## src/rtl/core/msxh_pkg.sv

```systemverilog
// ----------------------------------------------------------------------------
// msxh_pkg
// Shared types and constants for the multi-string sum/XOR hash core.
// ----------------------------------------------------------------------------
package msxh_pkg;

  // Key shape
  localparam int MAX_PARTS  = 4;
  localparam int CHAR_W     = 8;
  localparam int PART_W     = 2;
  localparam int COUNT_W    = 3;

  // Hash word and table size
  localparam int HASH_W     = 32;
  localparam int SIZE_W     = 31;
  localparam int STEP_CNT_W = 5;   // width of the divider step counter, log2(HASH_W)

  // Sum multiplier 1 + 2^3 + 2^5 + 2^19, applied as shifted adds
  localparam int MULT_SH_A  = 3;
  localparam int MULT_SH_B  = 5;
  localparam int MULT_SH_C  = 19;

  // Controller states
  typedef enum logic [1:0] {
    ST_IDLE,
    ST_HASH,
    ST_DIV,
    ST_DONE
  } state_t;

  // Controller to datapath commands
  typedef struct packed {
    logic acc_en;      // fold the accepted character into the accumulators
    logic hash_load;   // form the hash word, load the divider, clear accumulators
    logic div_step;    // one restoring division step
    logic out_load;    // move the remainder into the output register
  } dp_cmd_t;

  // Datapath to controller status
  typedef struct packed {
    logic div_last;    // current step is the final division step
  } dp_sts_t;

endpackage

```

## src/rtl/core/msxh_dp.sv

```systemverilog
// ----------------------------------------------------------------------------
// msxh_dp
// Datapath: character accumulators, hash word formation, bit-serial
// remainder unit and the result register.
// ----------------------------------------------------------------------------
module msxh_dp (
  input  logic                                clk,
  input  logic                                rst_n,
  input  msxh_pkg::dp_cmd_t                   cmd,
  output msxh_pkg::dp_sts_t                   sts,
  input  logic signed [msxh_pkg::CHAR_W-1:0]  in_char_byte,
  input  logic [msxh_pkg::PART_W-1:0]         in_part,
  input  logic [msxh_pkg::COUNT_W-1:0]        in_part_count,
  input  logic                                cfg_wr_en,
  input  logic [msxh_pkg::SIZE_W-1:0]         cfg_wr_data,
  output logic [msxh_pkg::SIZE_W-1:0]         out_index
);

  logic [msxh_pkg::HASH_W-1:0]     sum_r, sum_nxt;
  logic [msxh_pkg::CHAR_W-1:0]     xor_r   [msxh_pkg::MAX_PARTS];
  logic [msxh_pkg::CHAR_W-1:0]     xor_nxt [msxh_pkg::MAX_PARTS];
  logic [msxh_pkg::COUNT_W-1:0]    count_r;
  logic [msxh_pkg::COUNT_W-1:0]    count_clamp;
  logic [msxh_pkg::SIZE_W-1:0]     size_r;
  logic [msxh_pkg::SIZE_W-1:0]     ts_r;
  logic [msxh_pkg::HASH_W-1:0]     hword;
  logic [msxh_pkg::HASH_W-1:0]     wsum;
  logic [msxh_pkg::HASH_W-1:0]     wabs;
  logic [msxh_pkg::HASH_W-1:0]     dvd_r;
  logic [msxh_pkg::SIZE_W-1:0]     rem_r, rem_nxt;
  logic [msxh_pkg::HASH_W-1:0]     rem_sh;
  logic [msxh_pkg::HASH_W-1:0]     rem_sub;
  logic [msxh_pkg::STEP_CNT_W-1:0] step_r;
  logic [msxh_pkg::SIZE_W-1:0]     index_r;

  // Table size register; the user must write it only while idle, the block does not enforce this
  always_ff @(posedge clk) begin
    if (!rst_n) begin
      size_r <= msxh_pkg::SIZE_W'(1);
    end else if (cfg_wr_en) begin
      size_r <= cfg_wr_data;
    end
  end

  // Fold one character into the sum and its part's XOR
  always_comb begin
    sum_nxt = sum_r;
    for (int p = 0; p < msxh_pkg::MAX_PARTS; p++) begin
      xor_nxt[p] = xor_r[p];
    end
    if (32'(in_part) < msxh_pkg::MAX_PARTS) begin
      sum_nxt = sum_r + msxh_pkg::HASH_W'(in_char_byte);
      xor_nxt[in_part] = xor_r[in_part] ^ in_char_byte;
    end
  end

  // Hold accumulators; clear them once the hash word is taken
  always_ff @(posedge clk) begin
    if (!rst_n) begin
      sum_r <= '0;
      for (int p = 0; p < msxh_pkg::MAX_PARTS; p++) begin
        xor_r[p] <= '0;
      end
    end else if (cmd.hash_load) begin
      sum_r <= '0;
      for (int p = 0; p < msxh_pkg::MAX_PARTS; p++) begin
        xor_r[p] <= '0;
      end
    end else if (cmd.acc_en) begin
      sum_r <= sum_nxt;
      for (int p = 0; p < msxh_pkg::MAX_PARTS; p++) begin
        xor_r[p] <= xor_nxt[p];
      end
    end
  end

  // Keep the part count of the most recent character
  always_ff @(posedge clk) begin
    if (cmd.acc_en) begin
      count_r <= in_part_count;
    end
  end

  // Clamp part count into 1..MAX_PARTS
  always_comb begin
    if (count_r == '0) begin
      count_clamp = msxh_pkg::COUNT_W'(1);
    end else if (32'(count_r) > msxh_pkg::MAX_PARTS) begin
      count_clamp = msxh_pkg::COUNT_W'(msxh_pkg::MAX_PARTS);
    end else begin
      count_clamp = count_r;
    end
  end

  // Place XOR bytes: a single part lands in the second-lowest byte
  always_comb begin
    hword = '0;
    if (count_clamp == msxh_pkg::COUNT_W'(1)) begin
      hword = msxh_pkg::HASH_W'(xor_r[0]) << msxh_pkg::CHAR_W;
    end else begin
      for (int p = 0; p < msxh_pkg::MAX_PARTS; p++) begin
        if (p < 32'(count_clamp)) begin
          hword = hword | (msxh_pkg::HASH_W'(xor_r[p]) << (msxh_pkg::CHAR_W * p));
        end
      end
    end
  end

  // Hash word with wrapping constant multiply, then its magnitude
  assign wsum = hword + sum_r + (sum_r << msxh_pkg::MULT_SH_A)
              + (sum_r << msxh_pkg::MULT_SH_B) + (sum_r << msxh_pkg::MULT_SH_C);
  assign wabs = wsum[msxh_pkg::HASH_W-1] ? (~wsum + msxh_pkg::HASH_W'(1)) : wsum;

  // Restoring remainder step
  assign rem_sh  = {rem_r, dvd_r[msxh_pkg::HASH_W-1]};
  assign rem_sub = rem_sh - msxh_pkg::HASH_W'(ts_r);
  assign rem_nxt = (rem_sh >= msxh_pkg::HASH_W'(ts_r)) ? rem_sub[msxh_pkg::SIZE_W-1:0]
                                                       : rem_sh[msxh_pkg::SIZE_W-1:0];

  // Load the divider, then advance one bit per step
  always_ff @(posedge clk) begin
    if (!rst_n) begin
      step_r <= '0;
    end else if (cmd.hash_load) begin
      dvd_r  <= wabs;
      rem_r  <= '0;
      ts_r   <= (size_r == '0) ? msxh_pkg::SIZE_W'(1) : size_r;
      step_r <= '0;
    end else if (cmd.div_step) begin
      dvd_r  <= dvd_r << 1;
      rem_r  <= rem_nxt;
      step_r <= step_r + msxh_pkg::STEP_CNT_W'(1);
    end
  end

  assign sts.div_last = (step_r == '1);

  // Result register
  always_ff @(posedge clk) begin
    if (cmd.out_load) begin
      index_r <= rem_r;
    end
  end

  assign out_index = index_r;

endmodule

```

## src/rtl/core/msxh_ctrl.sv

```systemverilog
// ----------------------------------------------------------------------------
// msxh_ctrl
// Controller: sequences character intake, hash formation, the remainder
// steps and the result handoff.
// ----------------------------------------------------------------------------
module msxh_ctrl (
  input  logic              clk,
  input  logic              rst_n,
  input  logic              in_valid,
  input  logic              in_last,
  output logic              in_stall,
  output logic              out_valid,
  input  logic              out_stall,
  output msxh_pkg::dp_cmd_t cmd,
  input  msxh_pkg::dp_sts_t sts
);

  msxh_pkg::state_t state_r, state_nxt;
  logic             out_valid_r, out_valid_nxt;

  // Next state
  always_comb begin
    state_nxt = state_r;
    case (state_r)
      msxh_pkg::ST_IDLE: begin
        if (in_valid && in_last) begin
          state_nxt = msxh_pkg::ST_HASH;
        end
      end
      msxh_pkg::ST_HASH: begin
        state_nxt = msxh_pkg::ST_DIV;
      end
      msxh_pkg::ST_DIV: begin
        if (sts.div_last) begin
          state_nxt = msxh_pkg::ST_DONE;
        end
      end
      msxh_pkg::ST_DONE: begin
        if (!out_valid_r || !out_stall) begin
          state_nxt = msxh_pkg::ST_IDLE;
        end
      end
      default: begin
        state_nxt = msxh_pkg::ST_IDLE;
      end
    endcase
  end

  // Outputs and commands
  always_comb begin
    in_stall      = 1'b1;
    cmd           = '0;
    case (state_r)
      msxh_pkg::ST_IDLE: begin
        in_stall   = 1'b0;
        cmd.acc_en = in_valid;
      end
      msxh_pkg::ST_HASH: begin
        cmd.hash_load = 1'b1;
      end
      msxh_pkg::ST_DIV: begin
        cmd.div_step = 1'b1;
      end
      msxh_pkg::ST_DONE: begin
        cmd.out_load = !out_valid_r || !out_stall;
      end
      default: begin
        in_stall = 1'b1;
      end
    endcase
  end

  // Result valid: set on load, drop once taken
  always_comb begin
    if (cmd.out_load) begin
      out_valid_nxt = 1'b1;
    end else if (!out_stall) begin
      out_valid_nxt = 1'b0;
    end else begin
      out_valid_nxt = out_valid_r;
    end
  end

  always_ff @(posedge clk) begin
    if (!rst_n) begin
      state_r     <= msxh_pkg::ST_IDLE;
      out_valid_r <= 1'b0;
    end else begin
      state_r     <= state_nxt;
      out_valid_r <= out_valid_nxt;
    end
  end

  assign out_valid = out_valid_r;

  // A last character always starts hash formation
  a_last_to_hash: assert property (@(posedge clk) disable iff (!rst_n)
    (in_valid && !in_stall && in_last) |=> (state_r == msxh_pkg::ST_HASH))
    else $error("last transaction did not start hash formation");

  // Divider is always loaded right after hash formation
  a_hash_to_div: assert property (@(posedge clk) disable iff (!rst_n)
    (state_r == msxh_pkg::ST_HASH) |=> (state_r == msxh_pkg::ST_DIV))
    else $error("divider not started after hash formation");

  // Final division step hands over to result delivery
  a_div_done: assert property (@(posedge clk) disable iff (!rst_n)
    (state_r == msxh_pkg::ST_DIV && sts.div_last) |=> (state_r == msxh_pkg::ST_DONE))
    else $error("division did not finish after its last step");

  // Never overwrite a result that is still waiting
  a_no_overwrite: assert property (@(posedge clk) disable iff (!rst_n)
    cmd.out_load |-> (!out_valid_r || !out_stall))
    else $error("result register overwritten while stalled");

endmodule

```

## src/rtl/core/multi_string_sum_xor_hash_core.sv

```systemverilog
// ----------------------------------------------------------------------------
// multi_string_sum_xor_hash_core
// Hashes a key of one to four character strings into a table index.
// ----------------------------------------------------------------------------
// Throughput: one character per cycle within a key.
// After the last character is accepted, the core forms the hash word, runs
//   32 remainder steps, then hands the index off to the output register.
// Intake pauses after each last character until that handoff; the bit-serial
//   remainder unit takes one key at a time. A result still waiting when the
//   next one is ready holds the handoff and stalls intake until it is taken.
// Reset: synchronous active-low; clears accumulators, sets table size to 1.
// ----------------------------------------------------------------------------
module multi_string_sum_xor_hash_core (
  input  logic                                clk,
  input  logic                                rst_n,
  input  logic                                in_valid,
  output logic                                in_stall,
  input  logic signed [msxh_pkg::CHAR_W-1:0]  in_char_byte,
  input  logic [msxh_pkg::PART_W-1:0]         in_part,
  input  logic [msxh_pkg::COUNT_W-1:0]        in_part_count,
  input  logic                                in_last,
  output logic                                out_valid,
  input  logic                                out_stall,
  output logic [msxh_pkg::SIZE_W-1:0]         out_index,
  input  logic                                cfg_wr_en,
  input  logic [msxh_pkg::SIZE_W-1:0]         cfg_wr_data
);

  msxh_pkg::dp_cmd_t cmd;
  msxh_pkg::dp_sts_t sts;

  // Sequence control
  msxh_ctrl u_ctrl (
    .clk       (clk),
    .rst_n     (rst_n),
    .in_valid  (in_valid),
    .in_last   (in_last),
    .in_stall  (in_stall),
    .out_valid (out_valid),
    .out_stall (out_stall),
    .cmd       (cmd),
    .sts       (sts)
  );

  // Accumulate, form hash, reduce
  msxh_dp u_dp (
    .clk           (clk),
    .rst_n         (rst_n),
    .cmd           (cmd),
    .sts           (sts),
    .in_char_byte  (in_char_byte),
    .in_part       (in_part),
    .in_part_count (in_part_count),
    .cfg_wr_en     (cfg_wr_en),
    .cfg_wr_data   (cfg_wr_data),
    .out_index     (out_index)
  );

endmodule
```

## config.mk

```make
export PLATFORM = sky130hd
export DESIGN_NAME = multi_string_sum_xor_hash_core
export DESIGN_NICKNAME = d
export VERILOG_FILES = /design/src/rtl/core/msxh_pkg.sv /design/src/rtl/core/msxh_dp.sv /design/src/rtl/core/msxh_ctrl.sv /design/src/rtl/core/multi_string_sum_xor_hash_core.sv
export SDC_FILE = /design/constraint.sdc
export NUM_CORES = 1
export LEC_CHECK = 0
export ABC_AREA = 1
export BUFFER_PORTS_ARGS = -buffer_cell sky130_fd_sc_hd__buf_2
export CAP_MARGIN = 30
export CORE_MARGIN = 3
export CORE_UTILIZATION = 35
export CTS_BUF_LIST = sky130_fd_sc_hd__clkbuf_8
export DETAILED_ROUTE_END_ITERATION = 16
export MAX_ROUTING_LAYER = met4
export REMOVE_ABC_BUFFERS = 1
export SLEW_MARGIN = 15
export SYNTH_ARGS = -nofsm -noshare
export SYNTH_HDL_FRONTEND = slang
export SYNTH_SLANG_ARGS = --single-unit
```

## constraint.sdc

```tcl
create_clock -name clk -period 5.5 [get_ports clk]
set_clock_uncertainty 0.2 [all_clocks]
set_input_delay 0 -clock clk [delete_from_list [all_inputs] [get_ports clk]]
set_output_delay 0 -clock clk [all_outputs]
set_load 0.05 [all_outputs]
```

======== Yosys cells after proc, flatten, opt, wreduce, memory -nomap -nowiden ========
Memories as Yosys holds them, arrays and structs flattened.
Index checks and enable logic that the tools add are counted.
W data, S select, Z words.
storage, ports and cells
  flip-flop bits (word level) ............. 199
  bits in latches ......................... 0
  bits in writable memories ............... 32
  memory bits (read-only) ................. 0
  bits of input ports ..................... 50
  logic and storage cells ................. 109
  memories ................................ 1
cells by class
  $add $sub $neg .......................... 8
  multipliers ............................. 0
  divide/modulo/power cells ............... 0
  order comparisons ....................... 8
  equal/unequal tests ..................... 9
  shifts and indexed selects .............. 0
  mux-type cells .......................... 45
  bitwise gates (word level) .............. 15
  reductions and logical operators ........ 13
memory list
  name        words  bits a word  read ports  clocked after memory_dff  write ports  line           text
  u_dp.xor_r  4      8            5           0                         4            msxh_dp.sv:20  logic [msxh_pkg::CHAR_W-1:0] xor_r [msxh_pkg::MAX_PARTS];
operators with widths
  kind                     number
  $mux W32                 10
  $add A32 B32 Y32         5
  $mux W8                  10
  $mux W31                 2
  $add A32 B1 Y32 const B  1
  $bwmux W32               1
  $ge A32 B31 Y1           1
  $not A32 Y32             1
  $or A32 B16 Y32          1
  $or A32 B24 Y32          1
  $or A32 B32 Y32          1
  $logic_not A31 Y1        1
  $sub A31 B31 Y31         1
  $demux W8 S2             1
  $mux W1                  15
  $or A1 B1 Y1             8
  $pmux W2 S4              1
  $xor A8 B8 Y8            1
  $lt A1 B3 Y1 const A     2
  $lt A2 B3 Y1 const A     2
  $mux W2                  3
  $mux W3                  2
  $ne A2 B1 Y1 const B     3
  $add A5 B1 Y5 const B    1
  19 further kinds         23

======== Longest topological paths before layout ========
Gate-level depths: netlist of run 1.
  word-level depth ........................ 23
  depth in mapped cells ................... 30
  mapped depth without buffers ............ 28

======== Modules after synthesis ========
From an unflattened synthesis of run 1, not the netlist that was laid out.
second synthesis, totals
  cell total of the unflattened synthesis .. 2252
  area total of the unflattened synthesis .. 17478.0 µm²
modules (own cells, without submodules)
  module     instances  cells each  area an instance (µm²)
  msxh_dp    1          2218        17211.5
  msxh_ctrl  1          34          266.5

======== Worst setup path before layout of run 1 ========
OpenSTA, ideal clock, no wires.
  kind .................................... register to register
  start ................................... register u_dp.count_r[2] (netlist name)
  end ..................................... register u_dp.dvd_r[22] (netlist name), data pin
  library setup time ...................... 0.253 ns
  arrival ................................. 4.412 ns
  data required time ...................... 5.047 ns
  path slack .............................. 0.635 ns
  stages on the path, launching flop included .. 28
  buffers on the path ..................... 3
  period minus slack after synthesis ...... 4.865 ns
  path through ............................ edfxtp_1 clkbuf_1 nor2_1 nor2_1 nand2_1 fa_1 inv_1 fa_1 inv_1 fa_1 inv_1 ha_1 nand2_1 inv_1 nand2_1 nand2_1 a21oi_1 inv_1 a21oi_1 nand2_1 nand2_1 nand2_1 buf_6 buf_6 nand2_1 nand2_1 nand3_1 nand2_1
on the way
  longest elaborated chain between the ends .. 23
  elaborated cells on any way between the ends .. 28
  classes of those cells .................. add/sub: 5; order compare: 5; eq/ne: 1; mux: 12; bitwise: 4; reduce/logical: 1
ends and longest elaborated chain
  element                             line            text
  from (decl)                         msxh_dp.sv:22   logic [msxh_pkg::COUNT_W-1:0] count_r;
  from (signal assigned)              msxh_dp.sv:80   count_r <= in_part_count;
  $gt A3 B3 Y1                        msxh_dp.sv:88   end else if (32'(count_r) > msxh_pkg::MAX_PARTS) begin
  $mux W3                             msxh_dp.sv:88
  $mux W3 (*)                         msxh_dp.sv:86   if (count_r == '0) begin
  $lt A1 B3 Y1                        msxh_dp.sv:102  if (p < 32'(count_clamp)) begin
  $mux W8                             msxh_dp.sv:102
  $mux W32                            msxh_dp.sv:98   if (count_clamp == msxh_pkg::COUNT_W'(1)) begin
  $or A32 B16 Y32                     msxh_dp.sv:103  hword = hword | (msxh_pkg::HASH_W'(xor_r[p]) << (msxh_pkg::CHAR_W * p));
  $mux W32                            msxh_dp.sv:102
  (+5 left out)                       -
  $mux W32                            msxh_dp.sv:102
  $mux W32 (*)                        msxh_dp.sv:98
  $add A32 B32 Y32 (*) (2 in series)  msxh_dp.sv:110  assign wsum = hword + sum_r + (sum_r << msxh_pkg::MULT_SH_A)
  $add A32 B32 Y32 (*) (2 in series)  msxh_dp.sv:111  + (sum_r << msxh_pkg::MULT_SH_B) + (sum_r << msxh_pkg::MULT_SH_C);
  $not A32 Y32                        msxh_dp.sv:112  assign wabs = wsum[msxh_pkg::HASH_W-1] ? (~wsum + msxh_pkg::HASH_W'(1)) : wsum;
  $add A32 B1 Y32                     msxh_dp.sv:112
  $mux W32 (*)                        msxh_dp.sv:112
  $mux W32 (*)                        msxh_dp.sv:124  end else if (cmd.hash_load) begin
  to (signal assigned)                msxh_dp.sv:125  dvd_r <= wabs;
  to (signal assigned)                msxh_dp.sv:130  dvd_r <= dvd_r << 1;
  to (decl)                           msxh_dp.sv:29   logic [msxh_pkg::HASH_W-1:0] dvd_r;
Mark *: on every way between the ends. The rest lies on a longest branch, timed or not. The select of a mux whose other input is x is not followed.
A chain may end at the register's enable or synchronous reset.

======== Final worst setup path of run 1 ========
  start ................................... register u_dp.count_r[2] (netlist name)
  end ..................................... register u_dp.dvd_r[20] (netlist name), data pin
The elaborated chain is that of the path after synthesis.

==> results.md, run 1 <==
* Register area share after synthesis at approximately 34%
* Initial Utilization at roughly 35%
* Root Buffer: clkbuf_8
* Io pins at a little over 80
* Crit path cell chain: nor2_2 -> buf_6 -> o21ai_0 -> fa_1 -> inv_1 -> fa_1 -> inv_1 -> ha_1 -> ha_1 -> nand2_1 -> nor2_4 -> nand3_1 -> nand2_1 -> nand2_1 -> nand2_2 -> nand3_1 -> nor2_2 -> nand3_2 -> nor2_2 -> nand2_1 -> nand2_1 -> nand3_1 -> nand3_1 -> nand2_1
* Die height at 232 um
* Placed Cells at slightly above 3000
* Fin area at ~21000 um2
* Count leader, synth: nand2_1
* Final net count at between 2000 and 3000
* DRC Markers at 0
* Leak pwr at roughly 10 nW
* Worst path most repeated cell: nand2_1
* Worst vdd ir at 416 uV
* Fin. Hold Viols at 0
* Area post-placement at about 19000 um2
* Area Overhead vs Synth at 18.2%
* Worst Path Required at between 5 and 6 ns
* Worst slew pin tran at roughly 0.87 ns
* Area leader, netlist: edfxtp_1
* Worst-Skew Late Latency at between 0.5 and 0.6 ns
* Levels on crit path at 24
* Antenna fix cells at 0
* Final Util at between 40% and 50%
* Total CTS buffers at 42
* Non-filler cells, final at roughly 3200
* Yosys top cell area share at between 20% and 30%
* Die ar. at around 54000 um2
* CP Buf/Inv Count at 3
* Grt total ovfl at 0
* Vias per cell at a little under 5
* Final wirelength at 50900 um
* Tot GR Track Use at between 10% and 20%
* Critical path startpoint category: flip-flop
* Port Buffer Count at just over 80
* FFs w/ async S/R, synth at 0%
* Hold slack at ~0.23 ns
* Worst Reg2Reg Path Length in Cells at 24
* Clock transition at path regs at about 0.060 ns
* Post-DP HPWL at 39300 um
* Die X at 232 um
* Initial DRC Count at between 1000 and 1500
* Status: complete, no violations
* Syn Std Cell Area at 17800 um2
* Clock buffer depth at 3
* Power Density at around 600 nW/um2
* EDFF count, synth at 152
* Final setup fails at 0
* Rows at a little over 80
* Crit-path max FO at 24
* Place WS at roughly 0.18 ns
* Initial antenna violation count at 0
* Critical path endpoint category: flip-flop
* Layout cell share with drive strength beyond 1 at between 8 and 9%
* Syn_area_per_cell at between 7 and 8 um2
* Slew margin rel. at between 40% and 50%
* Core Area at 50300 um2
* Yosys Warn Count at 0
* Wire length per cell at 15.7 um
* First-pass GRT wire length at 82100 um
* RSZ-0062 raised after global routing: false
* Hold Path Depth at 5
* CTS tree: yes
* Vias in the first global route at ~16000
* Most used DFF post-synth: edfxtp_1
* Critical-path top delay cell: edfxtp_1
* Tmin final at between 5 and 6 ns
* Max-cap violation count at 0
* Largest net degree at the start of global routing at 64
* CP peak stage delay at around 0.50 ns
* Routability cong. at between 1 and 1.5
* Instance count of the mapped netlist at around 2300
* Fill count at 5123
* H-Tree Depth at 2
* Worst min path class: input port to flip-flop
* Cell family with most CP delay: simple AND/OR/NAND/NOR gates
* Synth area leaders: edfxtp_1 26%, nand2_1 11%, dfxtp_1 8.9%, ha_1 8.6%, fa_1 7.7%
* Unique masters post-synth at 44
* CP arrival at 5.19 ns
* Tot Pwr at ~13 mW
* Post-route ant nets at 0
* Kind of critical path: flip-flop to flip-flop
* Drt first pass iters at 5
* FF+latch count, synth at ~230
* Fin Setup TNS at 0 ns
* Max Fclk at approximately 0.20 GHz
* Post-synth top cells: 544 x nand2_1, 362 x inv_1, 200 x nor2_1, 161 x a21oi_1, 154 x o21ai_0
* Final setup margin at ~0.44 ns
* Final Max Tran Viols at 0
* Period Utilization, post-route at 92.0%
* # clock sinks at about 230
* Via count at 15900
-- flip-flops by register name, summed over array words and instances, names as in the netlist --
name	flops
u_dp.dvd_r	32
u_ctrl.out_valid	1
u_dp.ts_r	31
u_dp.step_r	5
u_dp.sum_r	32
u_dp.rem_r	31
u_dp.out_index	31
u_dp.size_r	31
u_dp.count_r	3
u_dp.xor_r	32
u_ctrl.state_r	2
-- metal layers --
metal / vias to the layer above / GRT usage (%) / share of wire, %
met1: 7363 / 24.9 / 45
met3: 90 / 2.52 / 4.3
met5: - / - / 0
li1: 8054 / - / -
met2: 360 / 32.5 / 48
met4: 0 / 5.27 / 2.3
-- worst register-to-register path, cell delays in order, from the launching register on --
cell and delay (ns):
edfxtp_1 0.50, nor2_2 0.25, buf_6 0.22, o21ai_0 0.13
fa_1 0.49, inv_1 0.06, fa_1 0.50, inv_1 0.04
ha_1 0.29, ha_1 0.40, nand2_1 0.15, nor2_4 0.12
nand3_1 0.11, nand2_1 0.16, nand2_1 0.12, nand2_2 0.12
nand3_1 0.11, nor2_2 0.15, nand3_2 0.10, nor2_2 0.20
nand2_1 0.11, nand2_1 0.08, nand3_1 0.06, nand3_1 0.09
nand2_1 0.05
-- layout make-up --
cell class                      count  area [um2]  area share (%)
Timing Repair Buffer              220        1850            8.76
Tap cell                          672         841            3.99
Clock buffer                       49         674            3.20
Multi-Input combinational cell   1651        9920            47.1
Inverter                          387        1450            6.90
Sequential cell                   231        6150            29.2
Clock inverter                     29         185           0.879
-- where the power goes --
| part | internal [mW] | total, mW | switching, mW | leakage (nW) |
|---|---|---|---|---|
| Clock | 0.912 | 1.67 | 0.755 | 0.494 |
| Combinational | 2.73 | 8.12 | 5.39 | 7.44 |
| Sequential | 2.54 | 2.91 | 0.363 | 2.10 |
-- logic make-up (layout without fill, tap and decap cells) --
family | after synthesis | after routing | share of synthesized area, %
AO/OA/AOI/OAI | 408 | 408 | 12.6
XOR/XNOR | 66 | 66 | 3.24
adder cells (fa/ha/maj) | 191 | 191 | 16.3
buffers and inverters | 464 | 685 | 10.0
flip-flops | 231 | 231 | 34.5
AND/OR/NAND/NOR | 986 | 986 | 23.4
-- path summary, 6_finish.rpt --
check | start | end | slack [ns]
min reg2reg | u_dp.size_r[4]$_SDFFE_PN0P_ | u_dp.ts_r[4]$_SDFFCE_PN0P_ | 0.25
max | u_dp.count_r[2]$_DFFE_PP_ | u_dp.dvd_r[20]$_DFFE_PP_ | 0.44
min | in_char_byte[0] | u_dp.xor_r[2][0]$_SDFFE_PP0P_ | 0.23
max reg2reg | u_dp.count_r[2]$_DFFE_PP_ | u_dp.dvd_r[20]$_DFFE_PP_ | 0.44
-- placed cells by master (no fill, tap or decap), types with 82 or more instances in the layout --
cell / n
ha_1: 122
inv_1: 375
nand3_1: 132
o21ai_0: 154
nand2_1: 543
a21oi_1: 160
edfxtp_1: 152
nor2_1: 198
dlygate4sd3_1: 118
buf_2: 82
-- what timing repair did --
action	CTS	global route
buffers inserted	0	1
gates resized for setup	0	6
hold buffers	118	0
hold endpoints to repair	118	0
endpoints found under the setup margin	0	31
Power figures use the tool's default switching activity.
==> run 2, diff against run 1 <==
--- a/config.mk
+++ b/config.mk
@@ -13,6 +13,7 @@
 export CTS_BUF_LIST = sky130_fd_sc_hd__clkbuf_8
 export DETAILED_ROUTE_END_ITERATION = 16
 export MAX_ROUTING_LAYER = met4
+export PLACE_DENSITY = 0.49
 export REMOVE_ABC_BUFFERS = 1
 export SLEW_MARGIN = 15
 export SYNTH_ARGS = -nofsm -noshare
==> results.md, run 2 (synthesized netlist as in run 1, its figures left out) <==
* Most frequent cells in the layout: 543 x nand2_1, 382 x inv_1, 199 x nor2_1
* Worst min path class: input port to flip-flop
* Final wirelength at 52000 um (+2.1%)
* Wl on met1 at 24800 um (+8.4%)
* Crit-path max FO at 17 (-29%)
* Rows at 82 (unchanged)
* Area Overhead vs Synth at 18.8%
* Die X at 232 um (unchanged)
* Tot Pwr at 12.8 mW (+0.73%)
* Setup crit start: u_dp.count_r[2]$_DFFE_PP_
* Highest routed metal layer: met4
* Die ar. at 53700 um2 (unchanged)
* H-Tree Depth at 2 (unchanged)
* Worst Path Required at 5.63 ns (about the same)
* Core Area at 50300 um2 (unchanged)
* Period Utilization, post-route at 91.5% (-0.50 points)
* Fill count at 5192 (+1.3%)
* RSZ-0062 raised after global routing: false
* Hold slack at 0.163 ns (-0.0652 ns)
* Setup bufs post-CTS at 0 (unchanged)
* Worst path most repeated cell: nand2_1
* CP peak stage delay at 0.48 ns (-0.02 ns)
* Status: complete, no violations
* Worst vdd ir at 368 uV (-12%)
* Critical path startpoint category: flip-flop
* Initial DRC Count at 935 (-20%)
* Vias per cell at 4.85 (-0.96%)
* Routability cong. at 0.956 (-5.5%)
* Io pins at 83 (unchanged)
* Fin. Hold Viols at 0 (unchanged)
* Max-cap violation count at 0 (unchanged)
* Wire length per cell at 16.0 um (+1.7%)
* Reg2reg end: u_dp.dvd_r[29]$_DFFE_PP_
* Via count at 15800 (-0.57%)
* Area post-placement at 19000 um2 (+0.34%)
* Clock transition at path regs at 0.06 ns (about the same)
* Sequential cell area at 6150 um2 (unchanged)
* First-pass GRT wire length at 82900 um (+0.99%)
* Total CTS buffers at 45 (+7.1%)
* Leak pwr at 10.1 nW (+0.91%)
* Power Density at 604 nW/um2 (+0.24%)
* Die height at 232 um (unchanged)
* Final Max Tran Viols at 0 (unchanged)
* Worst reg2reg startpoint: u_dp.count_r[2]$_DFFE_PP_
* Critical path endpoint category: flip-flop
* Post-route ant nets at 0 (unchanged)
* Initial Utilization at 35.5% (unchanged)
* Largest net degree at the start of global routing at 64 (unchanged)
* Slew margin rel. at 40.6% (-1.3 points)
* Root Buffer: clkbuf_8
* Fin area at 21200 um2 (+0.49%)
* Critical-path top delay cell: fa_1
* CP arrival at 5.16 ns (-0.03 ns)
* Met2 routed WL at 24100 um (-2.1%)
* Post-DP HPWL at 40600 um (+3.2%)
* Initial antenna violation count at 0 (unchanged)
* Port Buffer Count at 82 (unchanged)
* Crit path to: u_dp.dvd_r[29]$_DFFE_PP_
* Final net count at 2786 (+0.43%)
* R2R Setup Slk at 0.47 ns (+0.03 ns)
* Most common cell after layout, fill and taps aside: nand2_1
* CTS tree: yes
* DRC Markers at 0 (unchanged)
* Worst slew pin tran at 0.891 ns (+0.0188 ns)
* # clock sinks at 231 (unchanged)
* Drt first pass iters at 5 (unchanged)
* Kind of critical path: flip-flop to flip-flop
* Vias in the first global route at 15500 (-1.6%)
* Worst-Skew Late Latency at 0.61 ns (+0.02 ns)
* Clock buffer depth at 3 (unchanged)
* Layout cell share with drive strength beyond 1 at 8.76% (-0.044 points)
* WL met3 at 1720 um (-21%)
* Tmin final at 5.03 ns (-0.0275 ns)
* Max Fclk at 0.199 GHz (+0.55%)
* Multi-input logic area at 9920 um2 (about the same)
* Grt total ovfl at 0 (unchanged)
* Tot GR Track Use at 19.9% (+0.41 points)
* Biggest regs: u_dp.dvd_r (32), u_dp.sum_r (32), u_dp.xor_r (32)
* Antenna fix cells at 0 (unchanged)
* Worst Reg2Reg Path Length in Cells at 25 (+4.2%)
* Final setup fails at 0 (unchanged)
run 2: repair_timing:
item,4_1_cts,5_1_grt
hold buffers,124,0
gates resized for setup,0,3
hold endpoints to repair,119,0
endpoints found under the setup margin,0,31
run 2: per-stage QoR:
stage / setup TNS, ns / cells / setup slack (ns) / util [%]
finish: 0 / 3252 / 0.469 / 42.1
CTS: 0 / 3252 / 0.0877 / 42.1
global route: 0 / 3252 / 0.0232 / 42.1
floorplan: -4.93 / 2269 / -0.225 / -
global placement: 0 / 3042 / 0.227 / 37.6
detailed placement: 0 / 3046 / 0.125 / 37.8
run 2: worst min-delay path by stage:
stage                           from                           end  cells after the start  slack (ns)
finish                     out_stall  u_dp.out_index[27]$_DFFE_PP_                      3        0.16
floorplan                      rst_n   u_dp.size_r[0]$_SDFFE_PN1P_                      1       -0.12
global route               out_stall  u_dp.out_index[27]$_DFFE_PP_                      3        0.15
detailed placement  in_part_count[0]     u_dp.count_r[0]$_DFFE_PP_                      1       0.004
CTS                        out_stall  u_dp.out_index[27]$_DFFE_PP_                      3        0.10
global placement    in_part_count[1]     u_dp.count_r[1]$_DFFE_PP_                      1       0.007
run 2: report_power, final:
group	total, mW	internal [mW]	switching [mW]
logic	8.13	2.72	5.41
clock network	1.75	0.970	0.778
registers	2.90	2.54	0.361
total	12.8	6.24	6.55
run 2: layout make-up:
type / count / area share, %
Clock buffer: 53 / 3.45
Clock inverter: 29 / 0.833
Inverter: 387 / 6.86
Multi-Input combinational cell: 1651 / 46.8
Sequential cell: 231 / 29.0
Tap cell: 672 / 3.97
Timing Repair Buffer: 229 / 9.02
run 2: critical path, delay by kind of cell (launching register included):
family | cells | cell delay, ns
AO/OA/AOI/OAI | 1 | 0.14
adder cells (fa/ha/maj) | 4 | 1.61
buffers and inverters | 5 | 0.61
flip-flops | 1 | 0.39
AND/OR/NAND/NOR | 15 | 1.81
run 2: metal layers:
metal	up-vias	track usage [%]
li1	8083	-
met1	7351	26.6
met5	-	-
met4	0	5.91
met2	271	31.7
met3	72	2.29
==> run 3, diff against run 2 <==
--- a/config.mk
+++ b/config.mk
@@ -14,7 +14,6 @@
 export DETAILED_ROUTE_END_ITERATION = 16
 export MAX_ROUTING_LAYER = met4
 export PLACE_DENSITY = 0.49
-export REMOVE_ABC_BUFFERS = 1
 export SLEW_MARGIN = 15
 export SYNTH_ARGS = -nofsm -noshare
 export SYNTH_HDL_FRONTEND = slang
==> results.md, run 3 (synthesized netlist as in run 1, its figures left out) <==
* Status: complete, no violations
* Critical-path top delay cell: fa_1
* Sequential cell area at 6150 um2 (unchanged)
* Final Util at 41.9% (-0.19 points)
* Highest routed metal layer: met4
* Wire length per cell at 16.3 um (+2.2%)
* Worst-Skew Late Latency at 0.62 ns (about the same)
* Kind of critical path: flip-flop to flip-flop
* Worst vdd ir at 416 uV (+13%)
* RSZ-0062 raised after global routing: false
* Rows at 82 (unchanged)
* # clock sinks at 231 (unchanged)
* Initial DRC Count at 905 (-3.2%)
* Tot Pwr at 12.7 mW (-0.70%)
* Multi-input logic area at 9920 um2 (unchanged)
* Leak pwr at 10.1 nW (-0.68%)
* Via count at 15900 (+1.0%)
* Routability cong. at 0.918 (-3.9%)
* Total CTS buffers at 44 (-2.2%)
* Initial Utilization at 35.5% (unchanged)
* Worst Path Required at 5.65 ns (+0.02 ns)
* H-Tree Depth at 2 (unchanged)
* Critical path endpoint category: flip-flop
* Period Utilization, post-route at 91.3% (-0.21 points)
* First-pass GRT wire length at 83900 um (+1.2%)
* Max-cap violation count at 0 (unchanged)
* Power Density at 602 nW/um2 (-0.26%)
* Clock buffer depth at 3 (unchanged)
* Setup bufs post-CTS at 0 (unchanged)
* Max Fclk at 0.199 GHz (+0.23%)
* Die ar. at 53700 um2 (unchanged)
* Worst slew pin tran at 0.960 ns (+0.0685 ns)
* Die height at 232 um (unchanged)
* Final Max Tran Viols at 0 (unchanged)
* CTS tree: yes
* Fin. Hold Viols at 0 (unchanged)
* Biggest regs: u_dp.dvd_r (32), u_dp.sum_r (32), u_dp.xor_r (32)
* CP peak stage delay at 0.50 ns (+0.02 ns)
* Fin Setup TNS at 0 ns (unchanged)
* Area Overhead vs Synth at 18.2%
* R2R Setup Slk at 0.48 ns (about the same)
* Post-DP HPWL at 41500 um (+2.2%)
* Met2 routed WL at 24300 um (+0.59%)
* Layout cell share with drive strength beyond 1 at 8.47% (-0.29 points)
* Port Buffer Count at 82 (unchanged)
* Vias in the first global route at 15300 (-1.1%)
* Syn nets at roughly 2600
* Most frequent cells in the layout: 544 x nand2_1, 379 x inv_1, 198 x nor2_1
* Initial antenna violation count at 1 (+1)
* Drt first pass iters at 8 (+3)
* Final wirelength at 53000 um (+2.0%)
* Fill count at 5118 (-1.4%)
* DRC Markers at 0 (unchanged)
* Crit-path max FO at 25 (+8)
* Tmin final at 5.02 ns (-0.0116 ns)
* Die X at 232 um (unchanged)
* Grt total ovfl at 0 (unchanged)
* Root Buffer: clkbuf_8
* Core Area at 50300 um2 (unchanged)
* Io pins at 83 (unchanged)
* Slew margin rel. at 36.0% (-4.6 points)
* Clock transition at path regs at 0.06 ns (about the same)
* Vias per cell at 4.91 (+1.2%)
* Tot GR Track Use at 20.3% (+0.47 points)
* Post-route ant nets at 0 (unchanged)
* Final setup fails at 0 (unchanged)
* Wl on met1 at 25200 um (+1.4%)
* Critical path startpoint category: flip-flop
* CP arrival at 5.17 ns (about the same)
* Worst min path class: input port to flip-flop
* Most common cell after layout, fill and taps aside: nand2_1
* Largest net degree at the start of global routing at 64 (unchanged)
* WL met3 at 2240 um (+30%)
* Worst path most repeated cell: nand2_1
* Final net count at 2781 (-0.18%)
## run 3: cell types whose count changed in the layout (fill, tap and decap cells not counted), sizes merged
cell    before  now
clkinv       9   15
buf        105  101
clkbuf      53   49
inv        405  401
bufinv       2    1
diode        0    1
## run 3: critical path: cells and delay by family, from the launching register on
kind	cells	cell delay (ns)
adder cells (fa/ha/maj)	4	1.84
buffers and inverters	4	0.30
flip-flops	1	0.34
AND/OR/NAND/NOR	18	2.06
## run 3: worst paths after layout
path,start,to,cells past startpoint
hold / removal,in_char_byte[0],u_dp.xor_r[2][0]$_SDFFE_PP0P_,5
hold reg to reg,u_dp.size_r[6]$_SDFFE_PN0P_,u_dp.ts_r[6]$_SDFFCE_PN0P_,0
setup / recovery,u_dp.count_r[2]$_DFFE_PP_,u_dp.dvd_r[28]$_DFFE_PP_,26
setup reg to reg,u_dp.count_r[2]$_DFFE_PP_,u_dp.dvd_r[28]$_DFFE_PP_,26
## run 3: through the flow
stage	worst slack (ns)	hold slack (ns)	cells	instance area, um2
3_5_place_dp	0.182	-0.0156	3042	19000
3_3_place_gp	0.132	-0.0193	3038	18900
5_1_grt	0.110	0.205	3246	21100
4_1_cts	0.158	0.146	3245	21100
2_1_floorplan	0.635	-0.101	2346	17800
6_report	0.481	0.219	3246	21100
## run 3: cell type report
| class | instances | share of cell area [%] |
|---|---|---|
| antenna | 1 | 0.0119 |
| clock buffer | 49 | 3.20 |
| clock inverter | 30 | 0.760 |
| inverter | 387 | 6.89 |
| multi-input combinational | 1651 | 47.0 |
| sequential | 231 | 29.2 |
| tap | 672 | 3.99 |
| timing repair buffer | 225 | 8.94 |
## run 3: what timing repair did
action	4_1_cts	5_1_grt
endpoints found under the setup margin	0	24
hold buffers	124	0
resized for setup	0	3
hold endpoints to repair	118	0
## run 3: layer usage
layer  GRT usage, %  vias up
met3           3.39       94
met2           32.0      328
met5              -        -
met4           5.42        0
met1           27.3     7430
li1               -     8087
## run 3: power by group
group	total (mW)	internal, mW	switching, mW
clock network	1.63	0.863	0.767
registers	2.92	2.54	0.379
logic	8.14	2.74	5.40
